--- src/design/hbc_pkg.sv ---
`default_nettype none

package hbc_pkg;

   localparam int BLOCK_BITS = 32;
   localparam int STAMP_BITS = 32;
   localparam int COUNT_BITS = 8;

   localparam logic [COUNT_BITS-1:0] COUNT_MAX  = '1;
   localparam logic [STAMP_BITS-1:0] STAMP_NONE = '1;

   localparam logic [1:0] FUNC_GET     = 2'd0;
   localparam logic [1:0] FUNC_RELEASE = 2'd1;
   localparam logic [1:0] FUNC_PIN     = 2'd2;
   localparam logic [1:0] FUNC_UNPIN   = 2'd3;

   localparam logic [1:0] STATUS_OK     = 2'd0;
   localparam logic [1:0] STATUS_MISS   = 2'd1;
   localparam logic [1:0] STATUS_NOFREE = 2'd2;
   localparam logic [1:0] STATUS_UNDER  = 2'd3;

   typedef struct packed {
      logic [1:0]            func;
      logic [7:0]            dev;
      logic [BLOCK_BITS-1:0] block_number;
      logic [2:0]            bucket;
      logic [4:0]            way;
      logic [STAMP_BITS-1:0] time_now;
   } req_type;

   typedef struct packed {
      logic [1:0] status;
      logic [2:0] set_index;
      logic [4:0] entry_way;
      logic       needs_fill;
   } rsp_type;

   typedef struct packed {
      logic [7:0]            dev;
      logic [BLOCK_BITS-1:0] blk;
      logic [COUNT_BITS-1:0] count;
      logic [STAMP_BITS-1:0] stamp;
      logic                  valid;
   } entry_type;

endpackage

`default_nettype wire

--- src/design/hbc_mod_unit.sv ---
`default_nettype none

module hbc_mod_unit #(
   parameter int BUCKETS = 7
) (
   input  wire logic                                clock,
   input  wire logic                                reset,
   input  wire logic                                start,
   input  wire logic [hbc_pkg::BLOCK_BITS-1:0]      value,
   output logic                                     done,
   output logic [((BUCKETS > 1) ? $clog2(BUCKETS) : 1)-1:0] remainder
);
   import hbc_pkg::*;

   localparam int SW    = (BUCKETS > 1) ? $clog2(BUCKETS) : 1;
   localparam int LW    = $clog2(BUCKETS);
   localparam int SHIFT = BLOCK_BITS + LW;
   localparam int PW    = SHIFT + BLOCK_BITS;
   // floor(2^SHIFT / BUCKETS) + 1 yields the exact quotient for every block number
   localparam logic [63:0] RECIP = ((64'd1 << SHIFT) / 64'(BUCKETS)) + 64'd1;

   logic [BLOCK_BITS-1:0] value_ff;
   logic [PW-1:0]         prod_ff;
   logic [PW-1:0]         prod_in;
   logic [BLOCK_BITS-1:0] quot;
   logic [BLOCK_BITS-1:0] diff;
   logic [SW-1:0]         rem_ff;
   logic [SW-1:0]         rem_in;
   logic [1:0]            phase_ff;
   logic                  done_ff;

   // multiply by the reciprocal, then subtract quotient times BUCKETS from the value to get the remainder
   assign prod_in = PW'(value_ff) * PW'(RECIP);
   assign quot    = prod_ff[PW-1:SHIFT];
   assign diff    = value_ff - quot * BLOCK_BITS'(BUCKETS);
   assign rem_in  = diff[SW-1:0];

   always_ff @(posedge clock) begin
      if (reset) begin
         phase_ff <= '0;
         done_ff  <= 1'b0;
      end else begin
         phase_ff <= {phase_ff[0], start};
         done_ff  <= phase_ff[1];
      end
      if (start) begin
         value_ff <= value;
      end
      prod_ff <= prod_in;
      rem_ff  <= rem_in;
   end

   assign done      = done_ff;
   assign remainder = rem_ff;

endmodule

`default_nettype wire

--- config.mk ---
export PLATFORM = sky130hd
export DESIGN_NAME = hbc_mod_unit
export DESIGN_NICKNAME = d
export VERILOG_FILES = /design/src/design/hbc_pkg.sv /design/src/design/hbc_mod_unit.sv
export SDC_FILE = /design/constraint.sdc
export NUM_CORES = 1
export LEC_CHECK = 0
export BUFFER_PORTS_ARGS = -buffer_cell sky130_fd_sc_hd__buf_4
export CAP_MARGIN = 10
export CORE_UTILIZATION = 66
export CTS_CLUSTER_DIAMETER = 150
export DETAILED_ROUTE_END_ITERATION = 10
export PLACE_DENSITY_LB_ADDON = 0.25
export SETUP_SLACK_MARGIN = 0.15
export SKIP_CTS_REPAIR_TIMING = 1
export SLEW_MARGIN = 20
export SYNTH_ARGS = -nofsm -noshare
export SYNTH_HDL_FRONTEND = slang
export SYNTH_SLANG_ARGS = --single-unit
--- constraint.sdc ---
create_clock -name clock -period 9.25 [get_ports clock]
set_input_delay 0.4625 -clock clock [delete_from_list [all_inputs] [get_ports clock]]
set_output_delay 0.4625 -clock clock [all_outputs]
set_load 0.005 [all_outputs]
# Yosys cells after proc, flatten, opt, wreduce, memory -nomap -nowiden
# Cells that the tools add are included.
totals:
  register_bits: 103
  inputBits: 35
  wordCells: 8
op_classes:
  n_addsub: 1
  n_mul: 2
ops:
  columns: ["operator", "n"]
  rows:
  - ["32-bit by 33-bit multiplier with 65-bit output (second input constant)", 1]
  - ["30-bit by 3-bit multiplier with 3-bit output (second input constant)", 1]
  - ["3-bit subtractor", 1]

# Depth between registers and ports, before layout
depth:
  ltp_word: 2
  depth_mapped: 21
  mapped_depth_nobuf: 21

# Worst setup path after synthesis
# No wires, ideal clock.
synth_path:
  kind: "reg-to-reg"
  start: "reg value_ff[29]"
  end: "reg prod_ff[37]"
  arrival_time_ns: 5.502
  setup_slack_ns: 3.676
  path_stages_with_launch: 19
  cell_sequence: "edfxtp_1 -> ha_1 -> fa_1 -> fa_1 -> inv_1 -> fa_1 -> inv_1 -> fa_1 -> fa_1 -> inv_1 -> fa_1 -> inv_1 -> fa_1 -> ha_1 -> nand4_2 -> nor3_4 -> o211ai_1 -> nor4b_1 -> a2bb2oi_1"
synth_via:
  elab_chain_cells: 1
synth_lines:
  columns: ["element", "line_no", "text"]
  rows:
  - ["start, declared", "hbc_mod_unit.sv:22", "logic [BLOCK_BITS-1:0] value_ff;"]
  - ["start signal, assigned", "hbc_mod_unit.sv:47", "value_ff <= value;"]
  - ["32-bit by 33-bit multiplier with 65-bit output", "hbc_mod_unit.sv:33", "assign prod_in = PW'(value_ff) * PW'(RECIP);"]
  - ["named net prod_in[37]", "hbc_mod_unit.sv:24", "logic [PW-1:0] prod_in;"]
  - ["end signal, assigned", "hbc_mod_unit.sv:49", "prod_ff <= prod_in;"]
  - ["end, declared", "hbc_mod_unit.sv:23", "logic [PW-1:0] prod_ff;"]
# The timed path passes the listed nets, and every way through them passes these cells.
# A chain may end at the register's enable or synchronous reset.

# Final worst setup path
# Ends and elaborated chain as after synthesis.

==> results.md <==
- CP required: between 9 and 10 ns
- Clk root buf: clkbuf_16
- Slew HR: 0.555
- Clock transition at path regs: ~0.060 ns
- Final hold vios: 0
- Avg WL per Cell: around 18 um
- DRC Markers: 0
- Layout cells sized above 1: 0.0719
- Core area: about 11000 um^2
- IO Pins: 39
- DRT antenna net count: 0
- Gr usage total: 0.295
- CTS max path bufs: 2
- Worst-margin pin slew: roughly 0.67 ns
- Register area: 1140 um^2
- Kind of critical path: reg2reg
- Synth area leader: fa_1
- Dpl ws: 3.32 ns
- Critical-path maximum fanout: 5
- DRT Pass-1 Iters: 5
- Crit end category: register
- Initial core utilization: 0.687
- Syn Area/Cell: 11.2 um^2
- RSZ-0062 raised after global routing: no
- Max-slew violation count: 0
- Multi-input gate area: 5590 um^2
- HPWL Detailed: around 14000 um
- Tmin final: between 5 and 6 ns
- Syn Nets: roughly 1000
- Area contributors post-synth: fa_1 37%, ha_1 27%, edfxtp_1 13%
- Register area share after synthesis: 0.151
- GPL Wtd Cong: just under 0.9
- # fillers: 731
- CTS tree: built
- Fmax: approximately 170 MHz
- DR vias: around 4700
- Post-route setup TNS: 0 ns
- Share of the synthesized area in the top cell type: 0.373
- Via-per-instance ratio: 5.46
- Vias in the first global route: around 5400
- Top FF cell, synth: edfxtp_1
- Routed Wire Length: 15300 um
- Post-synth ARST share: 0
- Max Cap Viol: 0
- Mapped Cells: 677
- Number of synthesized flops with an enable pin: 32
- Final Cycle Share: 0.644
- Initial antenna violation count: 0
- H-tree lvl count: 2
- Area after DPL: between 8000 and 9000 um^2
- Post-layout nets: 1060
- Grt ovf: 0
- Ys Warns: 0
- Final instance area: 8200 um^2
- Sink Count: just over 40
- Final setup margin: between 3 and 4 ns
- Initial DRC Count: 230
- Status: finished clean
- Clock Skews: between 0.006 and 0.007 ns
- I/O Buffers: 38
- First-pass GRT wire length: around 26000 um
- Worst min path class: in2reg
- Area Overhead vs Synth: 8.28%
- Synth cell types: 41
- Clock insertion delay at the later pin of the skew report: between 0.2 and 0.3 ns
- Die H: about 110 um
- Worst Setup Start Kind: register
- Synthesized flop and latch total: slightly above 40
- Ant diodes: 0
- Largest net degree at the start of global routing: 34
- Inserted Clock Buffers: 5
- Chip width: 109 um
- Total die area: 11900 um^2
- WP data arrival: between 6 and 7 ns
- Post-Syn Area: 7570 um^2
- # rows: 38
- Setup violations, final: 0
==> sequential cells by signal (all words and copies together) (netlist names) <==
| name | count |
|---|---|
| done | 1 |
| value_ff | 32 |
| remainder | 3 |
| phase_ff | 2 |
| prod_ff | 3 |
==> cells by family (layout without fill, tap and decap cells) <==
family / after synthesis / after routing / synth area share
fa+ha+maj: 303 / 303 / 0.640
buf+inv: 224 / 270 / 0.111
compound gates: 53 / 53 / 0.0479
xor+xnor: 19 / 19 / 0.0220
simple gates: 37 / 37 / 0.0281
flops: 41 / 41 / 0.151
==> cell type report <==
class                           instances  area share
Clock inverter                          3     0.00504
Clock buffer                            5      0.0153
Inverter                              224       0.103
Tap cell                              140      0.0214
Timing Repair Buffer                   38      0.0348
Multi-Input combinational cell        412       0.682
Sequential cell                        41       0.139
==> per-layer routing <==
layer	wire length (um)	part of all wire	vias up	track usage
met5	0	0	-	0
met4	391	0.025	0	0.0898
met3	826	0.054	30	0.0616
met2	7410	0.48	120	0.483
met1	6710	0.44	2376	0.396
li1	-	-	2188	-
==> path summary, 6_finish.rpt <==
| kind | start | to | slack, ns | cells past startpoint |
|---|---|---|---|---|
| worst max-delay path | value_ff[29] | prod_ff[37] | 3.29 | 18 |
| worst min-delay path | reset | phase_ff[0] | 0.34 | 2 |
| worst max register to register | value_ff[29] | prod_ff[37] | 3.29 | 18 |
| worst min register to register | phase_ff[0] | phase_ff[1] | 0.45 | 1 |
==> metrics by stage <==
stage	hold WS (ns)	instances	util
after floorplan	0.414	677	-
final	0.342	863	0.743
after global routing	0.338	863	0.743
after CTS	0.341	863	0.743
after detailed placement	0.437	855	0.728
after global placement	0.425	855	0.728
==> critical path: stages (launching register included) <==
cell and delay [ns]:
edfxtp_1 0.43, ha_1 0.24, fa_1 0.48, fa_1 0.52, inv_1 0.06, fa_1 0.42
fa_1 0.50, inv_1 0.06, fa_1 0.51, fa_1 0.55, inv_1 0.05, fa_1 0.53
inv_1 0.04, ha_1 0.30, nand4_2 0.19, nor3_4 0.31, o211ai_1 0.16, nor4b_1 0.36
a2bb2oi_1 0.18
==> layout by cell type (no fill, tap or decap), drive strengths merged, types with 2 or more instances in the layout <==
cell	instances
ha	162
nand4	3
nand2	11
dfxtp	9
o211ai	4
nand3	6
fa	141
o21a	3
o21ai	9
o2111ai	3
clkinv	2
clkbuf	5
edfxtp	32
a21o	6
inv	223
nor2b	5
buf	38
a211oi	3
nor2	5
nor3	3
xnor2	15
a21oi	16
xor2	4
==> synthesized netlist by cell type (2+ instances only) <==
cell type and number:
inv_1 223, ha_1 162, edfxtp_1 32, xor2_1 4, fa_1 141, nor2b_1 5, o2111ai_1 3, dfxtp_1 9
nand3_1 5, a21oi_1 16, nand2_1 11, o211ai_1 4, a21o_1 5, nor2_1 5, o21a_1 3, xnor2_1 15
o21ai_0 6, o21ai_1 3, nand4_1 2, a211oi_2 2
Power is not shown: default switching activity piles up to over one toggle a cycle in this logic, so the estimate is an artifact.
